**src/rtl/b64c_pkg.sv**
```systemverilog
// Shared types, constants and character functions for the base64 codec.
package b64c_pkg;

  localparam int unsigned RES_MAX = 4;
  localparam int unsigned CNT_W   = $clog2(RES_MAX + 1);

  localparam logic [7:0] PAD_CHAR = 8'h3D;  // '='

  // One result beat.
  typedef struct packed {
    logic [7:0] data;
    logic       last;
    logic       bad;
  } b64c_res_t;

  // Results of one input beat, slot 0 goes out first.
  typedef struct packed {
    b64c_res_t [RES_MAX-1:0] res;
    logic [CNT_W-1:0]        cnt;
  } b64c_bundle_t;

  typedef enum logic {
    MODE_ENCODE = 1'b0,
    MODE_DECODE = 1'b1
  } b64c_mode_e;

  // 6-bit value to alphabet character.
  function automatic logic [7:0] enc_char(input logic [5:0] six);
    logic [7:0] v;
    v = {2'b00, six};
    if (six < 6'd26) begin
      enc_char = v + 8'd65;
    end else if (six < 6'd52) begin
      enc_char = v + 8'd71;
    end else if (six < 6'd62) begin
      enc_char = v - 8'd4;
    end else if (six == 6'd62) begin
      enc_char = 8'h2B;
    end else begin
      enc_char = 8'h2F;
    end
  endfunction

  // Character to {invalid, value}; invalid characters give value 0.
  function automatic logic [6:0] dec_sextet(input logic [7:0] c);
    if (c >= 8'h41 && c <= 8'h5A) begin
      dec_sextet = {1'b0, 6'(c - 8'h41)};
    end else if (c >= 8'h61 && c <= 8'h7A) begin
      dec_sextet = {1'b0, 6'(c - 8'd71)};
    end else if (c >= 8'h30 && c <= 8'h39) begin
      dec_sextet = {1'b0, 6'(c + 8'd4)};
    end else if (c == 8'h2B) begin
      dec_sextet = {1'b0, 6'd62};
    end else if (c == 8'h2F) begin
      dec_sextet = {1'b0, 6'd63};
    end else begin
      dec_sextet = {1'b1, 6'd0};
    end
  endfunction

endpackage

```
**src/rtl/b64c_core.sv**
```systemverilog
// Input register, group state and per-beat result computation.
module b64c_core (
  input  logic                  clk_i,
  input  logic                  rst_ni,
  input  logic                  cfg_we_i,
  input  logic                  cfg_wdata_i,
  input  logic                  s_tvalid_i,
  output logic                  s_tready_o,
  input  logic [7:0]            s_tdata_i,
  input  logic                  s_tlast_i,
  input  logic                  free_i,
  output logic                  load_o,
  output b64c_pkg::b64c_bundle_t bundle_o
);

  logic                    inv_q;
  logic [7:0]              in_data_q;
  logic                    in_last_q;
  b64c_pkg::b64c_mode_e    mode_q, mode_d;
  logic [23:0]             grp_bits_q, grp_bits_d;
  logic [1:0]              grp_cnt_q, grp_cnt_d;
  logic [1:0]              pad_q, pad_d;
  logic                    bad_q, bad_d;

  logic                    proc;
  logic [1:0]              enc_gc;
  logic [23:0]             ebits;
  logic                    enc_emit;
  logic [6:0]              dsx;
  logic                    is_pad;
  logic [5:0]              dval;
  logic [1:0]              pad_n;
  logic                    bad_n;
  logic                    bad_g;
  logic [23:0]             dbits;
  logic [1:0]              nbytes;
  b64c_pkg::b64c_bundle_t  enc_bnd, dec_bnd, flag_bnd;

  assign proc       = inv_q && free_i;
  assign s_tready_o = !inv_q || free_i;
  assign load_o     = proc;

  // Encode path
  always_comb begin
    enc_gc = (grp_cnt_q > 2'd2) ? 2'd2 : grp_cnt_q;
    case (enc_gc)
      2'd0:    ebits = grp_bits_q | {in_data_q, 16'h0000};
      2'd1:    ebits = grp_bits_q | {8'h00, in_data_q, 8'h00};
      default: ebits = grp_bits_q | {16'h0000, in_data_q};
    endcase
    enc_emit = (enc_gc == 2'd2) || in_last_q;
    enc_bnd  = '0;
    enc_bnd.cnt = b64c_pkg::CNT_W'(b64c_pkg::RES_MAX);
    for (int k = 0; k < b64c_pkg::RES_MAX; k++) begin
      enc_bnd.res[k].data = b64c_pkg::enc_char(ebits[23-6*k -: 6]);
      enc_bnd.res[k].last = 1'b0;
      enc_bnd.res[k].bad  = 1'b0;
    end
    // short final group: pad the trailing characters
    if (enc_gc == 2'd0) enc_bnd.res[2].data = b64c_pkg::PAD_CHAR;
    if (enc_gc != 2'd2) enc_bnd.res[3].data = b64c_pkg::PAD_CHAR;
    enc_bnd.res[3].last = in_last_q;
  end

  // Decode path
  always_comb begin
    dsx    = b64c_pkg::dec_sextet(in_data_q);
    is_pad = (in_data_q == b64c_pkg::PAD_CHAR);
    dval   = is_pad ? 6'd0 : dsx[5:0];
    pad_n  = (is_pad && pad_q != 2'd3) ? pad_q + 2'd1 : pad_q;
    // data after padding also spoils the group
    bad_n  = bad_q | (!is_pad && (dsx[6] || pad_q != 2'd0));
    case (grp_cnt_q)
      2'd0:    dbits = grp_bits_q | {dval, 18'h0};
      2'd1:    dbits = grp_bits_q | {6'h0, dval, 12'h0};
      2'd2:    dbits = grp_bits_q | {12'h0, dval, 6'h0};
      default: dbits = grp_bits_q | {18'h0, dval};
    endcase
    bad_g  = bad_n | (pad_n == 2'd3);
    nbytes = 2'd3 - pad_n;
    dec_bnd = '0;
    dec_bnd.cnt = {1'b0, nbytes};
    for (int k = 0; k < 3; k++) begin
      dec_bnd.res[k].data = dbits[23-8*k -: 8];
      dec_bnd.res[k].last = in_last_q && (2'(k) == nbytes - 2'd1);
      dec_bnd.res[k].bad  = bad_g;
    end
    flag_bnd = '0;
    flag_bnd.cnt = b64c_pkg::CNT_W'(1);
    flag_bnd.res[0].last = 1'b1;
    flag_bnd.res[0].bad  = 1'b1;
  end

  always_comb begin
    mode_d     = mode_q;
    grp_bits_d = grp_bits_q;
    grp_cnt_d  = grp_cnt_q;
    pad_d      = pad_q;
    bad_d      = bad_q;
    bundle_o   = '0;
    if (cfg_we_i) begin
      mode_d     = b64c_pkg::b64c_mode_e'(cfg_wdata_i);
      grp_bits_d = '0;
      grp_cnt_d  = '0;
      pad_d      = '0;
      bad_d      = 1'b0;
    end else if (proc) begin
      grp_bits_d = '0;
      grp_cnt_d  = '0;
      pad_d      = '0;
      bad_d      = 1'b0;
      if (mode_q == b64c_pkg::MODE_ENCODE) begin
        if (enc_emit) begin
          bundle_o = enc_bnd;
        end else begin
          grp_bits_d = ebits;
          grp_cnt_d  = enc_gc + 2'd1;
        end
      end else if (grp_cnt_q != 2'd3) begin
        if (in_last_q) begin
          bundle_o = flag_bnd;   // stream ended mid-group
        end else begin
          grp_bits_d = dbits;
          grp_cnt_d  = grp_cnt_q + 2'd1;
          pad_d      = pad_n;
          bad_d      = bad_n;
        end
      end else if (nbytes == 2'd0) begin
        if (in_last_q) bundle_o = flag_bnd;
      end else begin
        bundle_o = dec_bnd;
      end
    end
  end

  always_ff @(posedge clk_i or negedge rst_ni) begin
    if (!rst_ni) begin
      inv_q      <= 1'b0;
      mode_q     <= b64c_pkg::MODE_ENCODE;
      grp_bits_q <= '0;
      grp_cnt_q  <= '0;
      pad_q      <= '0;
      bad_q      <= 1'b0;
    end else begin
      if (s_tready_o) inv_q <= s_tvalid_i;
      mode_q     <= mode_d;
      grp_bits_q <= grp_bits_d;
      grp_cnt_q  <= grp_cnt_d;
      pad_q      <= pad_d;
      bad_q      <= bad_d;
    end
  end

  always_ff @(posedge clk_i) begin
    if (s_tvalid_i && s_tready_o) begin
      in_data_q <= s_tdata_i;
      in_last_q <= s_tlast_i;
    end
  end

endmodule

```
**src/rtl/b64c_out.sv**
```systemverilog
// Result register: holds a beat's results, one sent per cycle unless stalled.
module b64c_out (
  input  logic                   clk_i,
  input  logic                   rst_ni,
  input  logic                   load_i,
  input  b64c_pkg::b64c_bundle_t bundle_i,
  output logic                   free_o,
  output logic                   m_tvalid_o,
  input  logic                   m_tready_i,
  output logic [7:0]             m_tdata_o,
  output logic                   m_tlast_o,
  output logic                   m_tuser_o
);

  b64c_pkg::b64c_res_t [b64c_pkg::RES_MAX-1:0] res_q, res_d;
  logic [b64c_pkg::CNT_W-1:0]                 cnt_q, cnt_d;
  logic                                       drain;

  assign drain  = (cnt_q != '0) && m_tready_i;
  // free when empty or when the final result leaves this cycle
  assign free_o = (cnt_q == '0) ||
                  (cnt_q == b64c_pkg::CNT_W'(1) && m_tready_i);

  always_comb begin
    res_d = res_q;
    cnt_d = cnt_q;
    if (load_i) begin
      res_d = bundle_i.res;
      cnt_d = bundle_i.cnt;
    end else if (drain) begin
      for (int k = 0; k < b64c_pkg::RES_MAX - 1; k++) begin
        res_d[k] = res_q[k+1];
      end
      cnt_d = cnt_q - b64c_pkg::CNT_W'(1);
    end
  end

  always_ff @(posedge clk_i or negedge rst_ni) begin
    if (!rst_ni) begin
      cnt_q <= '0;
    end else begin
      cnt_q <= cnt_d;
    end
  end

  always_ff @(posedge clk_i) begin
    res_q <= res_d;
  end

  assign m_tvalid_o = (cnt_q != '0);
  assign m_tdata_o  = res_q[0].data;
  assign m_tlast_o  = res_q[0].last;
  assign m_tuser_o  = res_q[0].bad;

endmodule

```
**src/rtl/base64_stream_codec.sv**
```systemverilog
// Top level of the streaming base64 encoder / decoder.
//
//  channel   | dir | tdata          | tlast     | tuser
//  ----------+-----+----------------+-----------+----------
//  s_axis    | in  | in_byte [7:0]  | in_last   | -
//  m_axis    | out | out_byte [7:0] | out_last  | bad_input
//  cfg       | in  | mode (cfg_wdata_i, written when cfg_we_i is high)
//
// A beat waits in the input register until the result register is empty or sends
// its final result; its results are then loaded into the result register and offered.
// Results leave one per cycle while m_axis_tready is high; a full group maps both ways:
// 3 bytes to 4 characters when encoding, 4 characters to 3 bytes when decoding.
// Reset clears the mode to encode and empties the group and both registers.
// A stall on m_axis backs up into s_axis once the input register is full.
module base64_stream_codec (
  input  logic       clk_i,
  input  logic       rst_ni,
  input  logic       cfg_we_i,
  input  logic       cfg_wdata_i,
  input  logic       s_axis_tvalid,
  output logic       s_axis_tready,
  input  logic [7:0] s_axis_tdata,   // [7:0] in_byte
  input  logic       s_axis_tlast,
  output logic       m_axis_tvalid,
  input  logic       m_axis_tready,
  output logic [7:0] m_axis_tdata,   // [7:0] out_byte
  output logic       m_axis_tlast,
  output logic       m_axis_tuser    // [0] bad_input
);

  logic                   free;
  logic                   load;
  b64c_pkg::b64c_bundle_t bundle;

  b64c_core u_core (
    .clk_i       (clk_i),
    .rst_ni      (rst_ni),
    .cfg_we_i    (cfg_we_i),
    .cfg_wdata_i (cfg_wdata_i),
    .s_tvalid_i  (s_axis_tvalid),
    .s_tready_o  (s_axis_tready),
    .s_tdata_i   (s_axis_tdata),
    .s_tlast_i   (s_axis_tlast),
    .free_i      (free),
    .load_o      (load),
    .bundle_o    (bundle)
  );

  b64c_out u_out (
    .clk_i      (clk_i),
    .rst_ni     (rst_ni),
    .load_i     (load),
    .bundle_i   (bundle),
    .free_o     (free),
    .m_tvalid_o (m_axis_tvalid),
    .m_tready_i (m_axis_tready),
    .m_tdata_o  (m_axis_tdata),
    .m_tlast_o  (m_axis_tlast),
    .m_tuser_o  (m_axis_tuser)
  );

endmodule

```
**config.mk**
```make
export PLATFORM = sky130hd
export DESIGN_NAME = base64_stream_codec
export DESIGN_NICKNAME = d
export VERILOG_FILES = /design/src/rtl/b64c_pkg.sv /design/src/rtl/b64c_core.sv /design/src/rtl/b64c_out.sv /design/src/rtl/base64_stream_codec.sv
export SDC_FILE = /design/constraint.sdc
export NUM_CORES = 1
export LEC_CHECK = 0
export BUFFER_PORTS_ARGS = -buffer_cell sky130_fd_sc_hd__clkbuf_2
export CORE_MARGIN = 8
export CORE_UTILIZATION = 55
export CTS_CLUSTER_SIZE = 10
export DETAILED_ROUTE_END_ITERATION = 7
export PLACE_DENSITY = 0.75
export SETUP_SLACK_MARGIN = 0.1
export SYNTH_ARGS = -nofsm -noshare
export SYNTH_HDL_FRONTEND = slang
export SYNTH_HIERARCHICAL = 1
export SYNTH_SLANG_ARGS = --single-unit
```
**constraint.sdc**
```tcl
create_clock -name clk_i -period 10.8 [get_ports clk_i]
set_input_delay 2.16 -clock clk_i [delete_from_list [all_inputs] [get_ports clk_i]]
set_output_delay 2.16 -clock clk_i [all_outputs]
set_load 0.02 [all_outputs]
```
; Word level (Yosys, flattened, before mapping)
; Index checks and enable logic that the tools add are counted.
[word_totals]
output_inout_bits = 12
n_memories = 0
romBits = 0
reg_bits = 83
wordCells = 175
ram_bits = 0
latch_bits = 0
[op_classes]
multipliers = 0
n_div = 0
n_bitwise = 9
n_mux = 60
n_shift = 0
n_eq_ne = 18
reduce_logical = 27
add_sub_neg = 21
order_cmp = 19
[ops]
columns = cell, n
row1 = two-way mux 24 bit, 6
row2 = two-way mux 43 bit, 3
row3 = two-way mux 8 bit, 14
row4 = one-hot mux 24 bit (3 select lines), 1
row5 = two-way mux 33 bit, 2
row6 = adder 6 x 7 -> 8 bit (second input constant), 8
row7 = two-way mux 30 bit, 2
row8 = less-than comparator 6 bit (second input constant), 8
row9 = OR 24 bit, 2
row10 = one-hot mux 24 bit (2 select lines), 1
row11 = two-way mux 7 bit, 5
row12 = subtractor 6 x 3 -> 7 bit (second input constant), 4
row13 = two-way mux 2 bit, 13
row14 = == test 6 bit (second input constant), 4
row15 = == test 8 x 6 -> 1 bit (second input constant), 3
row16 = less-than comparator 6 x 5 -> 1 bit (second input constant), 4
row17 = OR 24 x 12 -> 24 bit, 1
row18 = OR 24 x 16 -> 24 bit, 1
row19 = OR 24 x 18 -> 24 bit, 1
row20 = OR 24 x 6 -> 24 bit, 1
row21 = OR 24 x 8 -> 24 bit, 1
row22 = two-way mux 3 bit, 6
row23 = greater-or-equal comparator 8 x 7 -> 1 bit (second input constant), 2
row24 = <= comparator 8 x 7 -> 1 bit (second input constant), 2
row25 = other kinds (27), 59

; Depth between registers and ports, before layout
; Gate-level depths: netlist of the first run.
[logic_depth]
ltp_word = 15
ltp_mapped = 17
ltp_nobuf = 14

; Hierarchy
; The synthesis of the first run kept the hierarchy.
[modules_own_cells]
columns = mod, cells_per_inst, area_per_inst_um2, n_inst, seq_area_each_um2
row1 = b64c_core, 663, 4819.6, 1, 1046.0
row2 = b64c_out, 109, 1873.0, 1, 1276.2

; Worst setup path after synthesis of the first run
; Ideal clock, no wire load.
[synth_timing]
path_kind = input port to output port
start = in m_axis_tready
end = out s_axis_tready
n_path_buf = 0
arrival_ns = 2.578
required_ns = 8.640
setup_slack_ns = 6.062
cell_stages = 3
path_cell_list = a21oi_1 -> nor2_1 -> nand2b_1
[synth_between]
elab_chain_len = 3
[synth_lines]
columns = item, line_no
row1 = from (decl), base64_stream_codec.sv:25  ; input logic m_axis_tready,
row2 = logical AND 1 bit, b64c_out.sv:22  ; (cnt_q == b64c_pkg::CNT_W'(1) && m_tready_i);
row3 = logical OR 1 bit, b64c_out.sv:21  ; assign free_o = (cnt_q == '0) ||
row4 = named net free, base64_stream_codec.sv:31  ; logic free;
row5 = logical OR 1 bit, b64c_core.sv:40  ; assign s_tready_o = !inv_q || free_i;
row6 = to (decl), base64_stream_codec.sv:21  ; output logic s_axis_tready,
; The timed path passes the listed nets, and every way through them passes these cells.

; Final worst setup path of the first run
; Ends and elaborated chain as after synthesis.

==> impl_metrics.json, run 1 <==
{
  "grt_first_pass_wirelength_mm": 32.37,
  "rr_worst_depth": 10,
  "finalSetupViolCount": 0,
  "gp_congestion": 0.9317,
  "htree_levels": 3,
  "yosysMostFrequentCell": "o21ai_0",
  "cts.sinks": 83,
  "power_density_mw_per_mm2": 256.6,
  "io_pins": 27,
  "synth_top_cell_by_area": "edfxtp_1",
  "via_per_inst": 6.923,
  "grtUsageMet3_pct": 4.441,
  "grt_busiest_layer": "met2",
  "finalHoldViolCount": 0,
  "skew_ns": 0.006443,
  "wl_per_cell_um": 22.42,
  "arrival_ns": 2.91,
  "fillers": 1078,
  "startpoint_type": "input pin",
  "async_flop_share_pct": 40.96,
  "row_count": 40,
  "grt-ovfl-total": 0,
  "vias": 6286,
  "cts_setup_buffers": 0,
  "netlist_area_mm2": 0.006693,
  "period_minus_slack_ns": 5.069,
  "dp_hpwl_mm": 14.42,
  "drc_errors": 0,
  "crit_type": "input pin to output pin",
  "postRouteAntennaNets": 0,
  "place_inst": 892,
  "die_w_um": 126.3,
  "crit_required_ns": 8.64,
  "use_met2_pct": 40.06,
  "yosysWarnings": 6,
  "antenna_found_initial": 0,
  "netlist_top_cells_count": "o21ai_0 (79), nand2_1 (77), a21oi_1 (58)",
  "cts-resized-gates": 0,
  "status": "complete, no violations",
  "multi_input_comb_area_mm2": 0.003941,
  "grt.total_usage_pct": 25.55,
  "grt_pass1_vias": 6123,
  "synth_edf_count": 49,
  "setup_tns_ns": 0,
  "irDropWorstVdd_mv": 0.1405,
  "fmax_mhz": 197.3,
  "timing.final.max_slew_violations": 0,
  "yosys-top-cells-area": "edfxtp_1 (22%), dfrtp_1 (13%), ha_1 (7.5%), o21ai_0 (5.9%), mux2_2 (5.0%)",
  "seqCellArea_mm2": 0.002322,
  "synth_seq_area_share_pct": 34.70,
  "worstSkewPairLatency_ns": 0.35,
  "path_clk_slew_ns": 0.07,
  "instances_no_fill": 908,
  "post-place-ws_ns": 5.740,
  "postCtsHoldBufs": 0,
  "p_leak_nw": 2.801,
  "drive_gt1_share_pct": 11.70,
  "synthCells": 772,
  "synth_nets": 827,
  "core_area_mm2": 0.01196,
  "synth_cell_types": 72,
  "final_design_area_no_fill_mm2": 0.007057,
  "power_mw": 1.811,
  "met1_usage_pct": 32.29,
  "cap_violations": 0,
  "tritoncts": "built",
  "drtPass1Iterations": 5,
  "port_buffers": 26,
  "final_nets": 811,
  "rsz0062_at_grt": "no",
  "synthFlopType": "edfxtp_1",
  "drtIter0Drc": 618,
  "period_share_pct": 46.94,
  "synth_top_area_share_pct": 21.99,
  "min_path_cells": 2,
  "min_path_type": "flip-flop to flip-flop",
  "root_buffer": "clkbuf_16",
  "setup_ws_ns": 5.731,
  "wl_mm": 20.36,
  "synth-seq-cells": 83,
  "cts_buffers": 9,
  "relSlewSlack_pct": 13.66,
  "avgSynthCellArea_um2": 8.669,
  "tightest_slew_ns": 1.281,
  "start_util_pct": 55.95,
  "grt_max_degree": 50,
  "dieArea_mm2": 0.01595,
  "dieHeight_um": 126.3,
  "crit_path_end_kind": "output pin",
  "syn2layout_area_growth_pct": 5.440,
  "antenna_cells": 0,
  "dpl_cell_area_mm2": 0.006731,
  "cts.path.max_buffers": 2,
  "crit_fanout": 7
}
==> cell families (layout without fill, tap and decap cells) <==
logic type / after synthesis / count (layout) / synth area share, %
compound gates: 268 / 268 / 26.08
simple gates: 235 / 235 / 16.90
buf+inv: 92 / 81 / 6.412
flops: 83 / 83 / 34.70
fa+ha+maj: 40 / 40 / 7.478
mux: 39 / 39 / 6.543
xor+xnor: 14 / 14 / 1.832
other cells: 1 / 1 / 0.05603
==> area by class of cell <==
type,instances,share of cell area (%)
clock buffers,9,3.191
inverters,37,1.968
well taps,147,2.606
multi-input cells,597,55.85
repair buffers,28,2.057
clock inverters,7,1.418
flip-flops and latches,83,32.91
==> power by group <==
group / internal [mW] / leakage [nW] / switching, mW
clock: 0.205 / 0.156 / 0.137
combinational: 0.315 / 1.69 / 0.590
sequential: 0.490 / 0.956 / 0.0739
==> through the flow <==
step                hold slack (ns)  util [%]
floorplan                    0.4716         -
global placement             0.4950     56.28
detailed placement           0.5107     56.28
CTS                          0.5252     59.00
global route                 0.5492     59.00
finish                       0.5377     59.00
==> sequential cells by signal, summed over array words and instances, names as in the netlist <==
| signal | count |
|---|---|
| u_core/bad_q | 1 |
| u_core/grp_bits_q | 24 |
| u_core/grp_cnt_q | 2 |
| u_core/in_data_q | 8 |
| u_core/in_last_q | 1 |
| u_core/inv_q | 1 |
| u_core/mode_q | 1 |
| u_core/pad_q | 2 |
| u_out/cnt_q | 3 |
| u_out/m_tdata_o | 8 |
| u_out/m_tlast_o | 1 |
| u_out/m_tuser_o | 1 |
| u_out/res_q | 30 |
==> routing by layer <==
metal,routed length [um],vias to the layer above
li1,-,2825
met5,0,-
met1,8255,3011
met4,1050,0
met2,9148,366
met3,1904,84
==> worst max-delay path, stage by stage <==
cell and delay (ns):
clkbuf_2 0.15, a21oi_1 0.08, nor2_1 0.15, nand2b_1 0.18
clkbuf_2 0.19
==> layout by cell type, fill, tap and decap left out, drive strengths merged, types with 6 or more instances in the layout <==
cell type,Yosys,layout
a22oi,13,13
mux2i,7,7
nand2b,8,8
clkbuf,27,35
a31oi,16,16
a21oi,58,58
a22o,6,6
nor2,53,53
o31ai,7,7
edfxtp,49,49
inv,37,38
a211o,6,6
ha,40,40
mux2,32,32
a221o,6,6
dfrtp,34,34
o211ai,9,9
and3,6,6
nor3,26,26
o21ai,82,82
xnor2,11,11
nand3,27,27
nand2,77,77
a21o,15,15
nor3b,6,6
o221ai,7,7
==> path summary, 6_finish.rpt <==
kind / from / endpoint / slack [ns]
min in group asynchronous: rst_ni / u_core/mode_q$_DFFE_PN0P_ / 1.93
worst min-delay path: u_core/bad_q$_DFFE_PN0P_ / u_core/bad_q$_DFFE_PN0P_ / 0.54
worst min register to register: u_core/bad_q$_DFFE_PN0P_ / u_core/bad_q$_DFFE_PN0P_ / 0.54
worst max-delay path: m_axis_tready / s_axis_tready / 5.73
worst max register to register: u_core/grp_cnt_q[1]$_DFFE_PN0P_ / u_out/res_q[34]$_DFFE_PP_ / 6.12
max in group asynchronous: rst_ni / u_core/grp_bits_q[19]$_DFFE_PN0P_ / 8.26
(Power assumes the default switching activity.)
==> run 2, diff against run 1 <==
ABC_AREA = 1   (was default)
PLACE_DENSITY = 0.78   (was 0.75)
clock period = 4.1 ns   (was 10.8 ns; I/O delays follow)
==> impl_metrics.json, run 2 <==
{
  "irDropWorstVdd_mv": 0.2492,
  "netlist_area_mm2": 0.007403,
  "grt_max_degree": 42,
  "reg_top3": "u_out/res_q: 30 flops, u_core/grp_bits_q: 24 flops",
  "postCtsHoldBufs": 0,
  "via_per_inst": 5.978,
  "wl_per_cell_um": 18.33,
  "vias": 7281,
  "wl_mm": 22.32,
  "rsz0062_at_grt": "no",
  "cts-resized-gates": 0,
  "path_cells": "inv_2 -> ha_1 -> clkinv_2 -> o21bai_1 -> inv_1 -> ha_1 -> nand3b_2 -> inv_1 -> nand2_1 -> o21ai_1 -> nand2_1 -> nand3_1 -> nand3_1 -> nand2_1 -> nand2_1 -> nand2_1 -> nand2_1",
  "grt.total_usage_pct": 25.33,
  "arrival_ns": 3.43,
  "htree_levels": 3,
  "post-route-util_pct": 59.38,
  "seqCellArea_mm2": 0.002322,
  "synthFlopType": "edfxtp_1",
  "drtPass1Iterations": 6,
  "crit_fanout": 9,
  "crit_top_cell": "nand2_1",
  "skew_ns": 0.01029,
  "grt-ovfl-total": 0,
  "finalSetupViolCount": 0,
  "p_leak_nw": 3.676,
  "dieHeight_um": 132.0,
  "synth-seq-cells": 83,
  "netlist_top_cells_count": "nand2_1 (346), inv_1 (89), nand3_1 (88)",
  "grt_pass1_vias": 6679,
  "crit_required_ns": 4.20,
  "start_util_pct": 56.13,
  "gp_congestion": 1.009,
  "postRouteAntennaNets": 0,
  "cts.sinks": 83,
  "yosys-top-cells-area": "edfxtp_1 (20%), nand2_1 (18%), dfrtp_1 (11%), ha_1 (6.8%), nand3_1 (5.9%)",
  "finalHoldViolCount": 0,
  "port_buffers": 26,
  "period_minus_slack_ns": 3.328,
  "core_area_mm2": 0.01319,
  "syn2layout_area_growth_pct": 5.797,
  "startpoint_type": "flip-flop",
  "power_mw": 4.964,
  "synthCells": 1031,
  "fmax_mhz": 300.5,
  "synth_cell_types": 57,
  "final_nets": 1092,
  "slowest_stage": "dfrtp_1",
  "row_count": 42,
  "cts.path.max_buffers": 2,
  "io_pins": 27,
  "dieArea_mm2": 0.01743,
  "synth_top_area_share_pct": 19.87,
  "synth_edf_count": 49,
  "drc_errors": 0,
  "largest_register_ffs": 30,
  "antenna_found_initial": 0,
  "dp_hpwl_mm": 16.24,
  "tightest_slew_ns": 1.082,
  "crit_path_end_kind": "flip-flop",
  "avgSynthCellArea_um2": 7.181,
  "timing.final.max_slew_violations": 0,
  "cts_buffers": 9,
  "period_share_pct": 81.17,
  "holdWs_ns": 0.4923,
  "most-common-layout-cells": "nand2_1 (346), inv_1 (89), nand3_1 (88)",
  "async_flop_share_pct": 40.96,
  "rrSetupSlack_ns": 0.77,
  "layout_commonest_cell": "nand2_1",
  "yosysMostFrequentCell": "nand2_1",
  "synth_seq_area_share_pct": 31.37,
  "yosysWarnings": 6,
  "synth_top_cell_by_area": "edfxtp_1",
  "max_stage_delay_ns": 0.51,
  "path_clk_slew_ns": 0.07,
  "setup_ws_ns": 0.7722,
  "worstSkewPairLatency_ns": 0.35,
  "cts_setup_buffers": 0,
  "drive_gt1_share_pct": 12.96,
  "status": "complete, no violations",
  "relSlewSlack_pct": 27.85,
  "crit_type": "flip-flop to flip-flop",
  "drtIter0Drc": 944,
  "die_w_um": 132.0,
  "min_path_type": "flip-flop to flip-flop",
  "regMostFlops": "u_out/res_q",
  "multi_input_comb_area_mm2": 0.004340,
  "power_density_mw_per_mm2": 633.8,
  "synth_nets": 1086,
  "post-place-ws_ns": 0.8398,
  "tritoncts": "built",
  "root_buffer": "clkbuf_16",
  "grt_first_pass_wirelength_mm": 35.67,
  "antenna_cells": 0,
  "fillers": 1238,
  "setup_tns_ns": 0,
  "cap_violations": 0
}
## run 2: changes by cell type in the layout (fill, tap and decap cells not counted), moves of 13 or more
cell and delta:
mux2_2 -30, a31oi_1 -13, o31ai_1 +13, inv_1 +53
o21ai_0 -38, inv_2 +19, xor2_1 +20, nand2_1 +269
o21ai_1 +15, nor3_1 -17, nand3_1 +61, a21o_1 -15
a21oi_1 -18
## run 2: cell type report
| type | count | share of cell area [%] |
|---|---|---|
| multi-input cells | 789 | 55.42 |
| flip-flops and latches | 83 | 29.65 |
| inverters | 119 | 5.974 |
| clock buffers | 9 | 2.875 |
| well taps | 176 | 2.811 |
| repair buffers | 35 | 2.524 |
| clock inverters | 7 | 0.7508 |
## run 2: stage by stage
| step | instance area (um2) | std cells |
|---|---|---|
| after floorplan | 7403 | 1031 |
| after global placement | 7548 | 1202 |
| after detailed placement | 7548 | 1202 |
| after CTS | 7833 | 1218 |
| after global routing | 7833 | 1218 |
| final | 7833 | 1218 |
## run 2: layer usage
metal	part of all wire, %	vias up	global-route usage, %
met1	41	3346	33.88
met5	0	-	0
met4	5.2	0	15.00
met3	10	82	4.116
li1	-	3397	-
met2	44	456	37.77
## run 2: logic make-up (layout without fill, tap and decap cells)
| logic type | after synthesis | count (layout) | synth area share, % |
|---|---|---|---|
| AO/OA/AOI/OAI | 171 | 171 | 15.45 |
| other | 1 | 1 | 0.05065 |
| AND/OR/NAND/NOR | 552 | 552 | 33.41 |
| adder cells (fa/ha/maj) | 40 | 40 | 6.760 |
| flip-flops | 83 | 83 | 31.37 |
| XOR/XNOR | 25 | 25 | 2.958 |
| buffers and inverters | 159 | 170 | 10.00 |
## run 2: power by group
part / total (mW) / internal [mW] / switching, mW
registers: 1.48 / 1.29 / 0.187
logic: 2.69 / 0.735 / 1.95
clock network: 0.798 / 0.421 / 0.376
## run 2: critical path, delay by kind of cell (launching register included)
kind	cells	cell delay [ns]
compound gates	2	0.43
fa+ha+maj	2	0.51
buf+inv	4	0.72
flops	1	0.51
simple gates	9	0.91
## run 2: path summary, 6_finish.rpt
path | from | endpoint | depth (start not counted)
worst max-delay path | u_core/grp_cnt_q[1]$_DFFE_PN0P_ | u_out/res_q[25]$_DFFE_PP_ | 17
worst min-delay path | u_core/bad_q$_DFFE_PN0P_ | u_core/bad_q$_DFFE_PN0P_ | 2
worst max register to register | u_core/grp_cnt_q[1]$_DFFE_PN0P_ | u_out/res_q[25]$_DFFE_PP_ | 17
worst min register to register | u_core/bad_q$_DFFE_PN0P_ | u_core/bad_q$_DFFE_PN0P_ | 2
max in group asynchronous | rst_ni | u_core/grp_bits_q[9]$_DFFE_PN0P_ | 1
min in group asynchronous | rst_ni | u_core/grp_bits_q[20]$_DFFE_PN0P_ | 1
==> run 3, diff against run 2 <==
PLACE_DENSITY = 0.75   (was 0.78)
clock period = 3.3 ns   (was 4.1 ns; I/O delays follow)
==> impl_metrics.json, run 3 (synthesis gave the netlist of run 2 again) <==
{
  "status": "complete, no violations",
  "post-route-util_pct": 60.52,
  "final_nets": 1110,
  "path_delay_family": "compound AO/OA/AOI/OAI gates",
  "worstSkewPairLatency_ns": 0.36,
  "drtPass1Iterations": 8,
  "htree_levels": 3,
  "cts_buffers": 9,
  "startpoint_type": "flip-flop",
  "grt_max_degree": 47,
  "cp_num_buf_inv": 3,
  "setup_ws_ns": 0.2806,
  "power_mw": 6.196,
  "final_design_area_no_fill_mm2": 0.007983,
  "crit_required_ns": 3.41,
  "most-common-layout-cells": "nand2_1 (346), inv_1 (89), nand3_1 (88)",
  "crit_type": "flip-flop to flip-flop",
  "grt_pass1_vias": 6784,
  "skew_ns": 0.009803,
  "layout_commonest_cell": "nand2_1",
  "cts.path.max_buffers": 2,
  "period_share_pct": 91.50,
  "wl_mm": 21.79,
  "io_pins": 27,
  "power_density_mw_per_mm2": 776.2,
  "post-place-ws_ns": 0.3543,
  "crit_fanout": 10,
  "path_clk_slew_ns": 0.07,
  "fmax_mhz": 331.2,
  "postRouteAntennaNets": 0,
  "tritoncts": "built",
  "crit_path_end_kind": "flip-flop",
  "rrSetupSlack_ns": 0.28,
  "grt_first_pass_wirelength_mm": 35.42,
  "rsz0062_at_grt": "no",
  "via_per_inst": 5.765,
  "antenna_found_initial": 0,
  "drtIter0Drc": 773,
  "start_util_pct": 56.13,
  "vias": 7125,
  "row_count": 42,
  "timing.final.max_slew_violations": 0,
  "gp_congestion": 0.9615,
  "fillers": 1231,
  "multi_input_comb_area_mm2": 0.004348,
  "irDropWorstVdd_mv": 0.3394,
  "wl_per_cell_um": 17.63,
  "finalSetupViolCount": 0,
  "setup_tns_ns": 0,
  "dpl_cell_area_mm2": 0.007684,
  "largest_register_ffs": 30,
  "grt.total_usage_pct": 25.45,
  "period_minus_slack_ns": 3.019,
  "dieHeight_um": 132.0,
  "cap_violations": 0,
  "crit_top_cell": "nand2_1",
  "dp_hpwl_mm": 15.99,
  "drc_errors": 0,
  "seqCellArea_mm2": 0.002322,
  "p_leak_nw": 3.764,
  "cts.sinks": 83,
  "reg_top3": "u_out/res_q: 30 flops, u_core/grp_bits_q: 24 flops",
  "postCtsHoldBufs": 0,
  "drive_gt1_share_pct": 14.43,
  "syn2layout_area_growth_pct": 7.825,
  "grt-ovfl-total": 0,
  "tightest_slew_ns": 1.059,
  "relSlewSlack_pct": 29.38,
  "min_path_type": "input pin to flip-flop",
  "die_w_um": 132.0,
  "slowest_stage": "o21ai_0",
  "antenna_cells": 0,
  "arrival_ns": 3.13,
  "dieArea_mm2": 0.01743,
  "finalHoldViolCount": 0,
  "root_buffer": "clkbuf_16",
  "core_area_mm2": 0.01319,
  "max_stage_delay_ns": 0.45,
  "regMostFlops": "u_out/res_q",
  "port_buffers": 26,
  "path_cells": "inv_2 -> ha_1 -> buf_4 -> a21oi_2 -> inv_1 -> ha_1 -> o21ai_0 -> nand2_1 -> o21ai_0 -> o21ai_1 -> nand2_1 -> nand2_1"
}
run 3: where the power goes:
part | switching [mW] | total, mW | internal [mW]
Sequential | 0.190 | 1.79 | 1.60
Clock | 0.477 | 1.01 | 0.531
Combinational | 2.40 | 3.40 | 0.995
Total | 3.07 | 6.20 | 3.13
run 3: what timing repair did:
action	in CTS	in global routing
setup buffers	0	0
gates resized for setup	0	1
setup endpoints to repair	0	2
run 3: metrics by stage:
step,hold slack [ns],cells
6_report,0.4833,1236
5_1_grt,0.4739,1236
4_1_cts,0.4748,1236
3_5_place_dp,0.4714,1220
3_3_place_gp,0.4646,1220
2_1_floorplan,0.3644,1031
run 3: final timing paths:
check                                                     start                           endpoint  cells after the start
worst max-delay path            u_core/grp_cnt_q[1]$_DFFE_PN0P_          u_out/res_q[15]$_DFFE_PP_                     12
worst min-delay path                            s_axis_tdata[5]      u_core/in_data_q[5]$_DFFE_PP_                      1
worst max register to register  u_core/grp_cnt_q[1]$_DFFE_PN0P_          u_out/res_q[15]$_DFFE_PP_                     12
worst min register to register         u_core/bad_q$_DFFE_PN0P_           u_core/bad_q$_DFFE_PN0P_                      2
max in group asynchronous                                rst_ni  u_core/grp_bits_q[11]$_DFFE_PN0P_                      1
min in group asynchronous                                rst_ni         u_out/cnt_q[0]$_DFFE_PN0P_                      1
run 3: metal layers:
| metal | GRT usage [%] | share of wire (%) | vias to the layer above |
|---|---|---|---|
| met2 | 39.13 | 44 | 377 |
| met1 | 32.35 | 41 | 3220 |
| met4 | 16.98 | 5.4 | 0 |
| met3 | 4.154 | 9.2 | 74 |
| met5 | 0 | 0 | - |
| li1 | - | - | 3454 |
run 3: final cells by class:
class | count | share of cell area [%]
clock buffers | 9 | 2.821
clock inverters | 7 | 0.8307
inverters | 119 | 5.862
multi-input cells | 789 | 54.47
flip-flops and latches | 83 | 29.09
well taps | 176 | 2.759
repair buffers | 53 | 4.169
